==> config.mk <==
export PLATFORM = sky130hd
export DESIGN_NAME = mff_front
export DESIGN_NICKNAME = d
export VERILOG_FILES = /design/src/hdl/mff_pkg.sv /design/src/hdl/mff_front.sv
export SDC_FILE = /design/constraint.sdc
export NUM_CORES = 1
export LEC_CHECK = 0
export ABC_CLOCK_PERIOD_IN_PS = 5700
export BUFFER_PORTS_ARGS = -buffer_cell sky130_fd_sc_hd__buf_2
export CAP_MARGIN = 25
export CORE_MARGIN = 2
export CORE_UTILIZATION = 51
export DETAILED_ROUTE_END_ITERATION = 8
export GPL_ROUTABILITY_DRIVEN = 0
export PLACE_DENSITY = 0.75
export SLEW_MARGIN = 20
export SYNTH_ARGS = -nofsm -noshare
export SYNTH_HDL_FRONTEND = slang
export SYNTH_SLANG_ARGS = --single-unit
==> constraint.sdc <==
create_clock -name clock -period 5.7 [get_ports clock]
set_input_delay 0.57 -clock clock [delete_from_list [all_inputs] [get_ports clock]]
set_output_delay 0.57 -clock clock [all_outputs]
set_load 0.02 [all_outputs]
==> src/hdl/mff_pkg.sv <==
package mff_pkg;

   localparam int LVL_W     = 11;
   localparam int RET_W     = 7;
   localparam int SMP_W     = 32;
   localparam int CSR_W     = 11;
   localparam int CMD_DEPTH = 4;
   localparam int RSP_DEPTH = 4;

   localparam logic [1:0] FUNC_HEADER = 2'd0;
   localparam logic [1:0] FUNC_DATA   = 2'd1;
   localparam logic [1:0] FUNC_POP    = 2'd2;

   localparam logic [1:0] KIND_ACK   = 2'd0;
   localparam logic [1:0] KIND_FRAME = 2'd1;
   localparam logic [1:0] KIND_EMPTY = 2'd2;

   localparam logic CSR_CAPACITY = 1'b0;
   localparam logic CSR_CHANNELS = 1'b1;

   localparam logic [10:0] CAPACITY_RESET = 11'd1024;
   localparam logic [2:0]  CHANNELS_RESET = 3'd4;

   typedef enum logic [1:0] {
      OP_HEADER,
      OP_DATA,
      OP_POP
   } op_type;

   typedef enum logic {
      ST_IDLE,
      ST_POP
   } eng_state_type;

   typedef struct packed {
      logic [1:0]  func;
      logic [10:0] frame_count;
      logic [7:0]  first_channel;
      logic [8:0]  available_channels;
      logic [3:0]  present_mask;
      logic [31:0] sample_0;
      logic [31:0] sample_1;
      logic [31:0] sample_2;
      logic [31:0] sample_3;
   } req_type;

   typedef struct packed {
      logic [1:0]  result_kind;
      logic        accepted;
      logic [10:0] level;
      logic [10:0] high_water;
      logic [31:0] out_sample_0;
      logic [31:0] out_sample_1;
      logic [31:0] out_sample_2;
      logic [31:0] out_sample_3;
      logic        last;
      logic [6:0]  frames_returned;
   } rsp_type;

   // Classified command passed from the front end to the engine.
   typedef struct packed {
      op_type           op;
      logic [10:0]      frame_count;
      logic [6:0]       pop_max;
      logic [7:0]       first_channel;
      logic [8:0]       available_channels;
      logic [3:0]       present_mask;
      logic [3:0][31:0] samples;
   } cmd_type;

endpackage

==> src/hdl/mff_front.sv <==
module mff_front #(
   parameter int MAX_POP = 64
) (
   input  logic             clock,
   input  logic             reset,
   input  logic             req_push,
   output logic             req_full,
   input  mff_pkg::req_type req_data,
   output logic             cmd_valid,
   output mff_pkg::cmd_type cmd_head,
   input  logic             cmd_take
);

   mff_pkg::cmd_type cmd_q_ff [mff_pkg::CMD_DEPTH];
   logic [1:0]       wr_ptr_ff, wr_ptr_in;
   logic [1:0]       rd_ptr_ff, rd_ptr_in;
   logic [2:0]       count_ff, count_in;

   mff_pkg::cmd_type cmd_new;
   logic             keep;
   logic             q_wr;
   logic             q_rd;

   always_comb begin
      cmd_new                    = '0;
      cmd_new.op                 = mff_pkg::OP_HEADER;
      cmd_new.frame_count        = req_data.frame_count;
      cmd_new.first_channel      = req_data.first_channel;
      cmd_new.available_channels = req_data.available_channels;
      cmd_new.present_mask       = req_data.present_mask;
      cmd_new.samples[0]         = req_data.sample_0;
      cmd_new.samples[1]         = req_data.sample_1;
      cmd_new.samples[2]         = req_data.sample_2;
      cmd_new.samples[3]         = req_data.sample_3;
      cmd_new.pop_max            = (req_data.frame_count > 11'(MAX_POP)) ?
                                   7'(MAX_POP) : req_data.frame_count[6:0];
      keep = 1'b1;
      unique case (req_data.func)
         mff_pkg::FUNC_HEADER: cmd_new.op = mff_pkg::OP_HEADER;
         mff_pkg::FUNC_DATA:   cmd_new.op = mff_pkg::OP_DATA;
         mff_pkg::FUNC_POP:    cmd_new.op = mff_pkg::OP_POP;
         default:              keep = 1'b0;   // drop unknown function codes
      endcase
   end

   assign req_full  = (count_ff == 3'(mff_pkg::CMD_DEPTH));
   assign q_wr      = req_push && !req_full && keep;
   assign cmd_valid = (count_ff != 3'd0);
   assign q_rd      = cmd_take && cmd_valid;
   assign cmd_head  = cmd_q_ff[rd_ptr_ff];

   assign wr_ptr_in = q_wr ? wr_ptr_ff + 2'd1 : wr_ptr_ff;
   assign rd_ptr_in = q_rd ? rd_ptr_ff + 2'd1 : rd_ptr_ff;
   assign count_in  = count_ff + 3'(q_wr) - 3'(q_rd);

   always_ff @(posedge clock) begin
      if (reset) begin
         wr_ptr_ff <= '0;
         rd_ptr_ff <= '0;
         count_ff  <= '0;
      end else begin
         wr_ptr_ff <= wr_ptr_in;
         rd_ptr_ff <= rd_ptr_in;
         count_ff  <= count_in;
      end
   end

   always_ff @(posedge clock) begin
      if (q_wr) begin
         cmd_q_ff[wr_ptr_ff] <= cmd_new;
      end
   end

endmodule

==> flow_metrics.py <==
metrics = {
    "timing": {
        "finalHoldViolations": 0,
        "fin_crit_sh_pct": 61.53,
        "holdWs_ns": 0.1814,
        "max_freq_mhz": 285.1,
        "relSlewSlack_pct": 39.85,
        "tns_ns": 0,
        "fin_skew_ns": 0.01640,
        "rsz0062_at_grt": "false",
        "worstMarginPinSlew_ns": 0.9022,
        "slew_violations": 0,
        "final-setup-viol-count": 0,
        "period_minus_slack_ns": 3.507,
    },
    "power_and_ir_drop": {
        "p_leak_nw": 9.737,
        "power_density_nw_per_um2": 449.0,
        "ir_worst_vdd_mv": 0.2931,
    },
    "setup_path": {
        "required_ns": 5.13,
        "r2r.worst_path.cells": 4,
        "worstSetupPathType": "flop to output pin",
        "r2r-start": "count_ff[1]",
        "r2r-end": "cmd_q_ff[3][133]",
        "r2r_slack_ns": 2.79,
        "critPathLaunchType": "flop",
        "end_kind": "output pin",
        "worstPathMaxFanout": 69,
        "crit_arrival_ns": 2.94,
    },
    "floorplanning": {
        "rows": 81,
        "core_area_um2": 48550,
        "die_w_um": 225.1,
        "start_util_pct": 51.34,
        "die_h_um": 225.1,
        "dieArea_um2": 50650,
        "io_pins": 337,
    },
    "global_route": {
        "grt_use_met3_pct": 5.919,
        "grt_pass1_vias": 12090,
        "grt_busiest_layer": "met2",
        "use_met2_pct": 29.63,
        "grt_start_max_net_pins": 96,
        "antenna_found_initial": 10,
        "grt.met1_usage_pct": 24.44,
        "grt_overflow": 0,
        "grt_pass1_wl_mm": 70.29,
        "grt.total_usage_pct": 18.67,
    },
    "synth": {
        "synth_cells": 943,
        "syn-num-nets": 1116,
        "synth_top_cell_by_area": "edfxtp_1",
        "syn_area_um2": 24920,
        "yosysSeqAreaShare_pct": 82.17,
        "yosysMostFrequentCell": "edfxtp_1",
        "synth_compound_area_share_pct": 0.1205,
        "synthSimpleGateAreaFrac_pct": 0.6124,
        "synth_top_area_share_pct": 81.45,
        "synthTopCellsByArea": "edfxtp_1 81%, mux4_2 15%, dfxtp_1 0.72%",
        "muxShareOfSynthArea_pct": 15.36,
        "avgSynthCellArea_um2": 26.43,
        "synth_ff_type": "edfxtp_1",
        "synthAdderAreaFrac_pct": 0.3815,
        "synth.distinct_cells": 23,
        "ys_seq_elements": 685,
        "synth_xor_area_share_pct": 0.1406,
        "synth_common_cells": "676 x edfxtp_1, 169 x mux4_2, 18 x buf_2",
        "synth_top_family_by_area": "multiplexers",
        "synthArstFlopShare_pct": 0,
        "synth_edf_count": 676,
        "ys_warn_count": 0,
    },
    "clock_network": {
        "cts_made_buffers": 68,
        "cts-root-buf": "clkbuf_16",
        "postCtsSetupBuffers": 0,
        "clk_latency_ns": 0.60,
        "clockBufferDepth": 3,
        "cts_tree": "built",
        "ctsHoldBuffers": 0,
        "clkSinkCount": 685,
        "htreeDepth": 3,
        "clk_pin_slew_worst_paths_ns": 0.06,
        "cts_resized": 0,
    },
    "finish": {
        "num-nets-final": 1498,
        "syn2layout_area_growth_pct": 17.96,
        "finish.utilization_pct": 60.56,
        "stdcell_count": 2002,
        "final_area_um2": 29400,
        "final_layout_size_suffix_gt1_share_pct": 44.81,
    },
    "drt": {
        "postRouteAntennaNets": 0,
        "viasPerCell": 5.598,
        "num_vias": 11210,
        "routed_wl_mm": 46.34,
        "post_drt_wl_per_cell_um": 23.15,
        "drcViolationCount": 0,
        "drtIter0Drc": 754,
        "firstDrtPassIters": 4,
    },
    "placed_design": {
        "hpwl_mm": 27.54,
        "io_buffers": 336,
        "dp.cells": 1876,
        "place_area_um2": 27320,
    },
    "job": {
        "max_cap_viol_count": 0,
    },
    "hold_path": {
        "hold_class": "input pin to flop",
        "hold_start": "req_data[105]",
        "hold_depth": 1,
        "hold_end": "cmd_q_ff[3][9]",
    },
    "status": {
        "status": "completed",
    },
}
[cells in the final DEF, fill, tap and decap left out, types with 7 or more instances in the layout]
| cell | netlist | final |
|---|---|---|
| buf_12 | 0 | 7 |
| buf_2 | 18 | 336 |
| buf_4 | 0 | 7 |
| clkbuf_1 | 7 | 20 |
| clkbuf_16 | 0 | 68 |
| clkinv_1 | 0 | 13 |
| clkinv_2 | 0 | 9 |
| dfxtp_1 | 9 | 7 |
| edfxtp_1 | 676 | 676 |
| inv_1 | 8 | 8 |
| mux4_2 | 169 | 169 |
| nor2_1 | 7 | 7 |
[report_power, final]
part	internal, mW	switching (mW)
Sequential	5.94	0.171
Combinational	1.26	1.70
Clock	2.35	1.79
Total	9.54	3.66
[state kept, by name (all words and copies together) (netlist names), named ones only]
| signal | cells |
|---|---|
| cmd_q_ff | 676 |
| rd_ptr_ff | 2 |
| wr_ptr_ff | 2 |
| count_ff | 3 |
[worst max-delay path by stage]
stage / from / endpoint / slack [ns] / cells after the start
2_1_floorplan: req_data[160] / cmd_q_ff[2][0] / 0.29 / 2
3_3_place_gp: req_data[160] / cmd_q_ff[3][16] / 2.64 / 4
3_5_place_dp: req_data[160] / cmd_q_ff[3][51] / 2.61 / 4
4_1_cts: flop / cmd_head[112] / 2.05 / 3
5_1_grt: flop / cmd_head[117] / 1.94 / 3
6_report: flop / cmd_head[112] / 2.19 / 3
[cell type report]
class / instances / area [um2]
clock inverters: 34 / 269.0
multi-input cells: 211 / 4150
diodes: 3 / 7.507
inverters: 8 / 30.03
fillers: 3294 / 19140
repair buffers: 351 / 1902
well taps: 622 / 778.2
flip-flops and latches: 685 / 20490
clock buffers: 88 / 1777
[layer usage]
layer	vias up	share of wire [%]
met2	395	49
met5	-	0.22
li1	4841	-
met3	96	8.5
met1	5859	40
met4	16	2.4
[critical path, stage by stage, from the launching register on]
cell     delay [ns]
dfxtp_4        0.92
buf_12         0.55
mux4_2         0.63
buf_2          0.19
[kinds of logic (layout without fill, tap and decap cells)]
logic type,after synthesis,in the layout
flip-flops,685,685
multiplexers,171,171
buffers and inverters,47,481
adder cells (fa/ha/maj),7,7
AND/OR/NAND/NOR,26,26
XOR/XNOR,4,4
AO/OA/AOI/OAI,3,3
other,0,3
[through the flow]
| step | setup slack (ns) | power (mW) |
|---|---|---|
| 2_1_floorplan | 0.2859 | 8.347 |
| 3_3_place_gp | 2.645 | 9.175 |
| 3_5_place_dp | 2.611 | 9.224 |
| 4_1_cts | 2.051 | 13.36 |
| 5_1_grt | 1.945 | 13.71 |
| 6_report | 2.193 | 13.20 |
(Power assumes the default switching activity.)
