File: config.mk
export PLATFORM = sky130hd
export DESIGN_NAME = mff_rsp_queue
export DESIGN_NICKNAME = d
export VERILOG_FILES = /design/src/hdl/mff_pkg.sv /design/src/hdl/mff_rsp_queue.sv
export SDC_FILE = /design/constraint.sdc
export NUM_CORES = 1
export LEC_CHECK = 0
export ABC_AREA = 0
export ABC_CLOCK_PERIOD_IN_PS = 7000
export BUFFER_PORTS_ARGS = -buffer_cell sky130_fd_sc_hd__buf_4
export CAP_MARGIN = 5
export CORE_MARGIN = 2
export CORE_UTILIZATION = 48
export CTS_BUF_LIST = sky130_fd_sc_hd__clkbuf_4
export CTS_CLUSTER_SIZE = 12
export DETAILED_ROUTE_END_ITERATION = 7
export GPL_TIMING_DRIVEN = 0
export PLACE_DENSITY = 0.7
export SLEW_MARGIN = 10
export SYNTH_ARGS = -nofsm -noshare
export SYNTH_HDL_FRONTEND = slang
export SYNTH_SLANG_ARGS = --single-unit
File: constraint.sdc
create_clock -name clock -period 7 [get_ports clock]
set_input_delay 0.7 -clock clock [delete_from_list [all_inputs] [get_ports clock]]
set_output_delay 0.7 -clock clock [all_outputs]
set_load 0.01 [all_outputs]
File: src/hdl/mff_pkg.sv
package mff_pkg;

   localparam int LVL_W     = 11;
   localparam int RET_W     = 7;
   localparam int SMP_W     = 32;
   localparam int CSR_W     = 11;
   localparam int CMD_DEPTH = 4;
   localparam int RSP_DEPTH = 4;

   localparam logic [1:0] FUNC_HEADER = 2'd0;
   localparam logic [1:0] FUNC_DATA   = 2'd1;
   localparam logic [1:0] FUNC_POP    = 2'd2;

   localparam logic [1:0] KIND_ACK   = 2'd0;
   localparam logic [1:0] KIND_FRAME = 2'd1;
   localparam logic [1:0] KIND_EMPTY = 2'd2;

   localparam logic CSR_CAPACITY = 1'b0;
   localparam logic CSR_CHANNELS = 1'b1;

   localparam logic [10:0] CAPACITY_RESET = 11'd1024;
   localparam logic [2:0]  CHANNELS_RESET = 3'd4;

   typedef enum logic [1:0] {
      OP_HEADER,
      OP_DATA,
      OP_POP
   } op_type;

   typedef enum logic {
      ST_IDLE,
      ST_POP
   } eng_state_type;

   typedef struct packed {
      logic [1:0]  func;
      logic [10:0] frame_count;
      logic [7:0]  first_channel;
      logic [8:0]  available_channels;
      logic [3:0]  present_mask;
      logic [31:0] sample_0;
      logic [31:0] sample_1;
      logic [31:0] sample_2;
      logic [31:0] sample_3;
   } req_type;

   typedef struct packed {
      logic [1:0]  result_kind;
      logic        accepted;
      logic [10:0] level;
      logic [10:0] high_water;
      logic [31:0] out_sample_0;
      logic [31:0] out_sample_1;
      logic [31:0] out_sample_2;
      logic [31:0] out_sample_3;
      logic        last;
      logic [6:0]  frames_returned;
   } rsp_type;

   // Classified command passed from the front end to the engine.
   typedef struct packed {
      op_type           op;
      logic [10:0]      frame_count;
      logic [6:0]       pop_max;
      logic [7:0]       first_channel;
      logic [8:0]       available_channels;
      logic [3:0]       present_mask;
      logic [3:0][31:0] samples;
   } cmd_type;

endpackage

File: src/hdl/mff_rsp_queue.sv
module mff_rsp_queue (
   input  logic             clock,
   input  logic             reset,
   input  logic             wr_en,
   input  mff_pkg::rsp_type wr_data,
   input  logic             rd_en,
   output mff_pkg::rsp_type rd_data,
   output logic             empty,
   output logic [2:0]       count
);

   mff_pkg::rsp_type rsp_q_ff [mff_pkg::RSP_DEPTH];
   logic [1:0]       wr_ptr_ff, wr_ptr_in;
   logic [1:0]       rd_ptr_ff, rd_ptr_in;
   logic [2:0]       count_ff, count_in;
   logic             q_rd;

   assign empty   = (count_ff == 3'd0);
   assign count   = count_ff;
   assign rd_data = rsp_q_ff[rd_ptr_ff];
   assign q_rd    = rd_en && !empty;

   // The engine only writes when it holds a free slot.
   assign wr_ptr_in = wr_en ? wr_ptr_ff + 2'd1 : wr_ptr_ff;
   assign rd_ptr_in = q_rd ? rd_ptr_ff + 2'd1 : rd_ptr_ff;
   assign count_in  = count_ff + 3'(wr_en) - 3'(q_rd);

   always_ff @(posedge clock) begin
      if (reset) begin
         wr_ptr_ff <= '0;
         rd_ptr_ff <= '0;
         count_ff  <= '0;
      end else begin
         wr_ptr_ff <= wr_ptr_in;
         rd_ptr_ff <= rd_ptr_in;
         count_ff  <= count_in;
      end
   end

   always_ff @(posedge clock) begin
      if (wr_en) begin
         rsp_q_ff[wr_ptr_ff] <= wr_data;
      end
   end

endmodule

==> results.py, run 1 <==
metrics = {
    "floorplan": {
        "design.core.area_um2": 48800,
        "start_util_pct": 48.4,
        "die_w_um": 226,
        "die_area_um2": 51100,
        "pin_count": 330,
        "die_h_um": 226,
        "rows": 81,
    },
    "yosys": {
        "syn_avg_cell_area_um2": 26.7,
        "syn_inst": 885,
        "synth_xor_area_share_pct": 0.132,
        "synthesis.area_um2": 23700,
        "synth_fa_ha_area_share_pct": 0.402,
        "synth.yosys.seq_area_share_pct": 82.5,
        "synth_compound_area_share_pct": 0.0740,
        "netlist.top_cell.by_area": "edfxtp_1",
        "synth_top_area_share_pct": 81.7,
        "synth_area_leaders": "edfxtp_1, mux4_2, dfxtp_1",
        "synth.mux.area_fraction_pct": 15.5,
        "yosys.area_share.simple_pct": 0.301,
        "ys_ff_latch": 653,
        "syn_nets": 1057,
        "yosysWarnings": 0,
        "synth_top_family_by_area": "multiplexers",
        "synth_cell_type_count": 19,
    },
    "sta": {
        "final_max_slew_viol_count": 0,
        "min_period_ps": 3550,
        "max_slew_margin_pct": 46.1,
        "setup_violations": 0,
        "rsz0062_at_grt": "no",
        "fin_crit_sh_pct": 50.7,
        "finalHoldViolCount": 0,
        "fin_worst_skew_ps": 67.9,
        "fmax_mhz": 282,
        "tightestPinTransition_ps": 809,
        "finalSetupTns_ps": 0,
    },
    "cells_and_area": {
        "nNetsFinal": 1726,
        "layout_common_cells": "edfxtp_1, buf_4, clkbuf_4, dlygate4sd3_1, mux4_2",
        "final_common_cell": "edfxtp_1",
        "area_growth_syn_to_layout_pct": 30.9,
        "n_fill_cell": 3348,
        "design_area_um2": 31000,
        "drive_gt1_share_pct": 47.5,
        "final_cells": 2323,
    },
    "pwr": {
        "p_leak_nw": 10.8,
        "finalPower_mw": 9.71,
        "powerDensity_nw_per_um2": 314,
        "vdd_ir_drop_max_mv": 0.200,
    },
    "clock_network": {
        "clock_sinks": 653,
        "numCtsBuffers": 163,
        "cts_hold_buf": 164,
        "h-tree-depth": 4,
        "tritoncts": "built",
        "ctsResizeCount": 0,
        "root_buffer": "clkbuf_4",
        "cts_setup_buffers": 0,
        "path_clk_slew_ps": 60,
        "insertion_delay_ps": 980,
        "cts_buffer_depth": 3,
    },
    "place": {
        "numPortBuffers": 328,
        "dpl.hpwl_um": 29200,
        "place_area_um2": 27300,
        "place_congestion": 0.700,
        "place_inst": 1889,
    },
    "route": {
        "wl_per_cell_um": 21.1,
        "dr.pass1.iters": 5,
        "drt_iter0_markers": 567,
        "via_per_inst": 5.14,
        "vias": 11900,
        "wirelength_um": 49100,
        "drc_errors": 0,
        "ant_nets": 0,
    },
    "grt": {
        "grtUsageTotal_pct": 19.6,
        "grt-ovfl-total": 0,
        "grt_pass1_wl_um": 72900,
        "grt_max_degree": 49,
        "antenna_found_initial": 8,
        "grt_pass1_vias": 13100,
    },
    "setup_path": {
        "r2r_cells": 6,
        "worstSetupEndpointType": "output port",
        "start_kind": "flip-flop",
        "path_class": "flip-flop to output port",
        "cp_max_fo": 10,
        "critPathRequiredTime_ps": 6300,
        "worst_ep_arrival_time_ps": 2850,
    },
    "hold_path": {
        "hold_path_depth": 3,
        "min_path_type": "primary input to flip-flop",
    },
    "outcome": {
        "status": "finished clean",
    },
    "job": {
        "max_cap_violations": 0,
    },
}
-- Yosys cell counts --
library cell / count
and2_1: 4
buf_2: 18
buf_6: 11
clkbuf_1: 8
dfxtp_1: 9
edfxtp_1: 644
fa_1: 1
ha_1: 6
inv_1: 5
mux2_2: 3
mux2i_1: 1
mux4_2: 161
nor2_1: 6
nor2b_1: 3
nor3_1: 1
o311ai_0: 1
o31a_1: 1
xnor2_1: 1
xnor3_1: 1
-- through the flow --
| step | hold WS [ps] | util (%) | worst slack, ps |
|---|---|---|---|
| final | 212 | 63.4 | 3450 |
| after global routing | 87.5 | 63.4 | 3220 |
| after CTS | 14.1 | 63.4 | 3190 |
| after detailed placement | 564 | 55.9 | 4360 |
| after global placement | 541 | 55.2 | -1260 |
| after floorplan | 514 | - | 2090 |
-- worst paths after layout --
path / startpoint / end / slack (ps)
worst max-delay path: flip-flop / rd_data[159] / 3450
worst min register to register: wr_ptr_ff[0]$_SDFFE_PP0P_ / wr_ptr_ff[0]$_SDFFE_PP0P_ / 570
worst min-delay path: rd_en / rd_ptr_ff[1]$_SDFFE_PP0P_ / 210
worst max register to register: count[1]$_SDFF_PP0_ / count[0]$_SDFF_PP0_ / 4830
-- kinds of logic after synthesis --
logic type / count (synthesis)
AOI/OAI and AO/OA: 2
xor gates and xnor gates: 2
adders and majority gates: 7
buffers and inverters: 42
DFF: 653
muxes: 165
and+or+nand+nor: 14
-- power by group --
part | internal (mW) | leakage [nW] | switching, mW
Clock | 1.72 | 1.20 | 1.42
Sequential | 4.50 | 5.99 | 0.0492
Combinational | 1.09 | 3.56 | 0.936
-- critical path: stages, from the launching register on --
cell,delay (ps)
dfxtp_1,300
buf_2,270
buf_2,380
buf_2,400
mux4_2,370
buf_4,170
-- registers in the layout (all words and copies together) (netlist names), named ones only --
name,cells
count,3
rsp_q_ff,644
rd_ptr_ff,2
wr_ptr_ff,2
-- layer usage --
layer | wire (um) | track usage (%) | vias to the layer above
met5 | 13 | 0 | -
met4 | 913 | 7.87 | 2
met3 | 4400 | 8.30 | 84
met2 | 25000 | 32.3 | 399
met1 | 18800 | 22.8 | 6173
li1 | - | - | 5284
-- layout make-up --
cell class,count,area (um2),share of cell area (%)
diodes,7,17.5,0.0565
plain buffers,37,244,0.788
clock buffers,231,1730,5.60
clock inverters,32,302,0.973
inverters,5,18.8,0.0606
multi-input cells,190,3890,12.6
flip-flops and latches,653,19500,63.0
well taps,664,831,2.68
repair buffers,504,4420,14.3
Note: power is estimated with default switching activity, not from simulation.
==> run 2: changes to the inputs <==
- ABC_CLOCK_PERIOD_IN_PS: 7000 -> 3100
- PLACE_DENSITY: 0.7 -> 0.72
- clock period: 7 -> 3.1 ns (I/O delays scaled with it)
==> results.py, run 2 (same netlist as run 1, synthesis figures left out) <==
metrics = {
    "floorplan": {
        "die_area_um2": 51100,
        "start_util_pct": 48.4,
        "die_w_um": 226,
        "pin_count": 330,
        "design.core.area_um2": 48800,
        "rows": 81,
        "die_h_um": 226,
    },
    "route": {
        "ant_nets": 0,
        "drt_iter0_markers": 808,
        "dr.pass1.iters": 5,
        "wl_per_cell_um": 21.0,
        "drc_errors": 0,
        "wirelength_um": 52600,
        "via_per_inst": 5.08,
        "vias": 12700,
    },
    "pwr": {
        "p_sw_share_pct": 25.2,
        "switching_power_mw": 5.66,
        "powerDensity_nw_per_um2": 685,
        "vdd_ir_drop_max_mv": 0.478,
        "seqPwrFrac_pct": 45.8,
        "p_int_mw": 16.8,
        "p_leak_nw": 11.5,
        "clkPwrFrac_pct": 33.0,
        "finalPower_mw": 22.5,
        "share_comb_of_total_power_pct": 21.2,
    },
    "cells_and_area": {
        "layout_common_cells": "edfxtp_1, buf_4, dlygate4sd3_1, clkbuf_4, mux4_2",
        "largest_reg_flops": 644,
        "nNetsFinal": 1888,
        "regMostFlops": "rsp_q_ff",
        "area_growth_syn_to_layout_pct": 38.4,
        "n_fill_cell": 3089,
        "final_common_cell": "edfxtp_1",
        "final_cells": 2505,
        "drive_gt1_share_pct": 43.2,
    },
    "clock_network": {
        "numCtsBuffers": 165,
        "path_clk_slew_ps": 70,
        "insertion_delay_ps": 970,
        "clock_sinks": 653,
        "root_buffer": "clkbuf_4",
        "cts_buffer_depth": 3,
        "h-tree-depth": 4,
        "tritoncts": "built",
    },
    "grt": {
        "antenna_found_initial": 5,
        "grt_max_degree": 51,
        "grtUsageTotal_pct": 21.2,
        "grt-ovfl-total": 0,
        "grt_pass1_wl_um": 79000,
        "grt_pass1_vias": 14200,
    },
    "outcome": {
        "status": "finished clean",
    },
    "sta": {
        "fin_worst_skew_ps": 42.1,
        "tightestPinTransition_ps": 549,
        "rsz0062_at_grt": "no",
        "holdWs_ps": 156,
        "max_slew_margin_pct": 63.4,
        "fin_ws_ps": 225,
        "final_max_slew_viol_count": 0,
        "finalSetupTns_ps": 0,
        "fin_crit_sh_pct": 92.7,
        "fmax_mhz": 348,
        "setup_violations": 0,
        "min_period_ps": 2880,
        "finalHoldViolCount": 0,
    },
    "setup_path": {
        "path_class": "flip-flop to output port",
        "crit_path_max_incr_delay_ps": 370,
        "cp_max_fo": 10,
        "critPathRequiredTime_ps": 2790,
        "crit_family": "buffers and inverters",
        "start_kind": "flip-flop",
        "cp_slowest_cell": "mux4_2",
        "worst_ep_arrival_time_ps": 2570,
        "path_buf_inv": 4,
        "crit_top_cell": "buf_4",
        "worstSetupEndpointType": "output port",
        "crit_chain": "buf_2 > buf_6 > buf_4 > mux4_2 > buf_4",
    },
    "place": {
        "place_congestion": 0.739,
        "numPortBuffers": 328,
        "dpl.hpwl_um": 28300,
        "pre_cts_slack_ps": 821,
        "place_inst": 1890,
    },
    "job": {
        "max_cap_violations": 0,
    },
    "hold_path": {
        "min_path_type": "primary input to flip-flop",
    },
}
-- run 2: layer usage --
| metal | routed length (um) | part of all wire (%) | GRT usage (%) |
|---|---|---|---|
| met2 | 27100 | 52 | 35.4 |
| met3 | 4090 | 7.8 | 8.30 |
| met5 | 25 | 0.048 | 0 |
| met4 | 1360 | 2.6 | 8.96 |
| met1 | 20000 | 38 | 24.4 |
-- run 2: path summary, 6_finish.rpt --
path / cells after the start / slack [ps] / from / end
max: 5 / 220 / flip-flop / rd_data[113]
min: 2 / 160 / wr_data[115] / rsp_q_ff[1][115]$_DFFE_PP_
max reg2reg: 5 / 930 / wr_ptr_ff[0]$_SDFFE_PP0P_ / rsp_q_ff[3][102]$_DFFE_PP_
min reg2reg: 2 / 570 / rd_ptr_ff[1]$_SDFFE_PP0P_ / rd_ptr_ff[1]$_SDFFE_PP0P_
-- run 2: power groups by stage --
stage               registers [mW]  logic (mW)  clock network (mW)
floorplan                     10.5        2.45                   0
global placement              10.5        4.34                   0
detailed placement            10.5        4.44                   0
CTS                           10.3        4.80                7.57
global route                  10.3        5.08                8.13
finish                        10.3        4.76                7.42
-- run 2: through the flow --
step | utilization, % | instance area, um2
after detailed placement | 55.9 | 27300
after CTS | 67.0 | 32700
after global placement | 55.2 | 27000
after floorplan | - | 23700
final | 67.1 | 32800
after global routing | 67.1 | 32800
-- run 2: what timing repair did --
action	CTS	global route
hold endpoints to repair	760	1
hold buffers	322	1
pin swaps	0	0
resized for setup	19	2
gates cloned	0	0
setup endpoints to repair	160	9
setup buffers	0	0
-- run 2: area by class of cell --
cell class	instances	area [um2]	share of cell area, %
flip-flops and latches	653	19500	59.6
inverters	5	18.8	0.0573
multi-input cells	190	3890	11.9
clock buffers	233	1750	5.34
well taps	664	831	2.54
clock inverters	55	410	1.25
diodes	4	10.0	0.0306
plain buffers	37	292	0.890
repair buffers	664	6040	18.4
==> run 3: changes to the inputs <==
- CORE_ASPECT_RATIO: default -> 0.6
==> results.py, run 3 (same netlist as run 1, synthesis figures left out) <==
metrics = {
    "cells_and_area": {
        "largest_reg_flops": 644,
        "nNetsFinal": 1715,
        "area_growth_syn_to_layout_pct": 30.7,
        "seq_area_um2": 19500,
        "final_common_cell": "edfxtp_1",
        "n_fill_cell": 3232,
        "layout_common_cells": "edfxtp_1, buf_4, clkbuf_4, dlygate4sd3_1, mux4_2",
        "multi_input_area_um2": 3890,
        "regMostFlops": "rsp_q_ff",
        "drive_gt1_share_pct": 47.2,
    },
    "setup_path": {
        "critPathRequiredTime_ps": 2790,
        "path_class": "flip-flop to output port",
        "cp_max_fo": 10,
        "worstSetupEndpointType": "output port",
        "worst_ep_arrival_time_ps": 2610,
        "start_kind": "flip-flop",
    },
    "floorplan": {
        "start_util_pct": 49.0,
        "rows": 62,
        "die_area_um2": 51200,
        "die_w_um": 291,
        "pin_count": 330,
        "die_h_um": 176,
        "design.core.area_um2": 48300,
    },
    "route": {
        "ant_nets": 0,
        "vias": 11900,
        "dr.pass1.iters": 4,
        "drt_iter0_markers": 762,
        "via_per_inst": 5.17,
        "wirelength_um": 49400,
        "drc_errors": 0,
        "wl_per_cell_um": 21.4,
    },
    "clock_network": {
        "root_buffer": "clkbuf_4",
        "h-tree-depth": 4,
        "numCtsBuffers": 151,
        "clock_sinks": 653,
        "path_clk_slew_ps": 70,
        "insertion_delay_ps": 840,
        "tritoncts": "built",
        "cts_setup_buffers": 0,
        "cts_buffer_depth": 3,
    },
    "sta": {
        "setup_violations": 0,
        "rsz0062_at_grt": "no",
        "final_max_slew_viol_count": 0,
        "tightestPinTransition_ps": 733,
        "finalSetupTns_ps": 0,
        "fin_worst_skew_ps": 65.8,
        "max_slew_margin_pct": 51.2,
        "fmax_mhz": 342,
        "finalHoldViolCount": 0,
        "min_period_ps": 2920,
        "holdWs_ps": 220,
        "fin_crit_sh_pct": 94.3,
    },
    "pwr": {
        "vdd_ir_drop_max_mv": 0.576,
        "powerDensity_nw_per_um2": 704,
        "p_leak_nw": 10.7,
    },
    "place": {
        "place_congestion": 0.709,
        "numPortBuffers": 328,
        "dpl.hpwl_um": 28800,
    },
    "job": {
        "max_cap_violations": 0,
    },
    "outcome": {
        "status": "finished clean",
    },
    "grt": {
        "gr-usage-met1_pct": 25.0,
        "busiest_layer": "met2",
        "grt_pass1_wl_um": 74500,
        "grt_max_degree": 56,
        "grtUsageTotal_pct": 19.4,
        "antenna_found_initial": 7,
        "gr-usage-met2_pct": 31.6,
        "grt-ovfl-total": 0,
        "use_met3_pct": 5.66,
        "grt_pass1_vias": 13000,
    },
    "hold_path": {
        "min_path_type": "primary input to flip-flop",
    },
}
-- run 3: changes by cell type in the layout (fill, tap and decap cells not counted), moves of 2 or more --
| cell | change |
|---|---|
| buf_16 | -2 |
| inv_8 | +2 |
| clkbuf_1 | +6 |
| inv_6 | +4 |
| clkinv_1 | -14 |
| buf_4 | -8 |
| clkbuf_2 | -6 |
| dlygate4sd3_1 | -158 |
| bufinv_16 | -4 |
| buf_8 | -2 |
| clkbuf_4 | -6 |
| clkinv_4 | +2 |
| diode_2 | +2 |
| buf_2 | +10 |
-- run 3: worst max-delay path, stage by stage, from the launching register on --
cell and delay (ps):
dfxtp_1 310, buf_2 270, buf_4 320, buf_2 350
mux4_2 400, buf_4 170
-- run 3: worst paths after layout --
kind | from | end | slack (ps) | cells past startpoint
setup / recovery | flip-flop | rd_data[105] | 180 | 5
hold / removal | wr_data[66] | rsp_q_ff[1][66]$_DFFE_PP_ | 220 | 2
setup reg to reg | wr_ptr_ff[0]$_SDFFE_PP0P_ | rsp_q_ff[1][157]$_DFFE_PP_ | 980 | 4
hold reg to reg | wr_ptr_ff[1]$_SDFFE_PP0P_ | wr_ptr_ff[1]$_SDFFE_PP0P_ | 570 | 2
-- run 3: area by class of cell --
| cell class | instances | area share [%] |
|---|---|---|
| flip-flops and latches | 653 | 63.1 |
| repair buffers | 505 | 14.3 |
| multi-input cells | 190 | 12.6 |
| clock buffers | 228 | 5.53 |
| well taps | 640 | 2.59 |
| clock inverters | 43 | 0.983 |
| plain buffers | 37 | 0.801 |
| inverters | 5 | 0.0607 |
| diodes | 6 | 0.0485 |
-- run 3: stage by stage --
step                      instances  power (mW)  setup WS (ps)  cell area (um2)  utilization, %
final                          2307        21.8            176            30900            64.1
after global routing           2306        22.8           6.95            30900            64.1
after CTS                      2301        22.1           14.0            30900            64.1
after detailed placement       1865        14.9            745            27200            56.5
after global placement         1853        14.8          -1350            26900            55.8
after floorplan                 885        12.9            141            23700               -
-- run 3: repair_timing --
item	in CTS	in global routing
endpoints found under the setup margin	99	0
hold endpoints to repair	656	0
resized for setup	2	0
hold buffers	165	0
-- run 3: metal layers --
metal,part of all wire (%),routed length [um],vias to the layer above
met5,0.022,11,-
met4,2.3,1150,2
met3,6.8,3370,85
met2,50,24700,418
met1,41,20200,6152
li1,-,-,5267
-- run 3: power by group --
| group | switching (mW) | internal (mW) | total (mW) |
|---|---|---|---|
| sequential | 0.111 | 10.2 | 10.3 |
| clock | 3.32 | 3.66 | 6.98 |
| combinational | 2.10 | 2.44 | 4.54 |
| total | 5.53 | 16.3 | 21.8 |
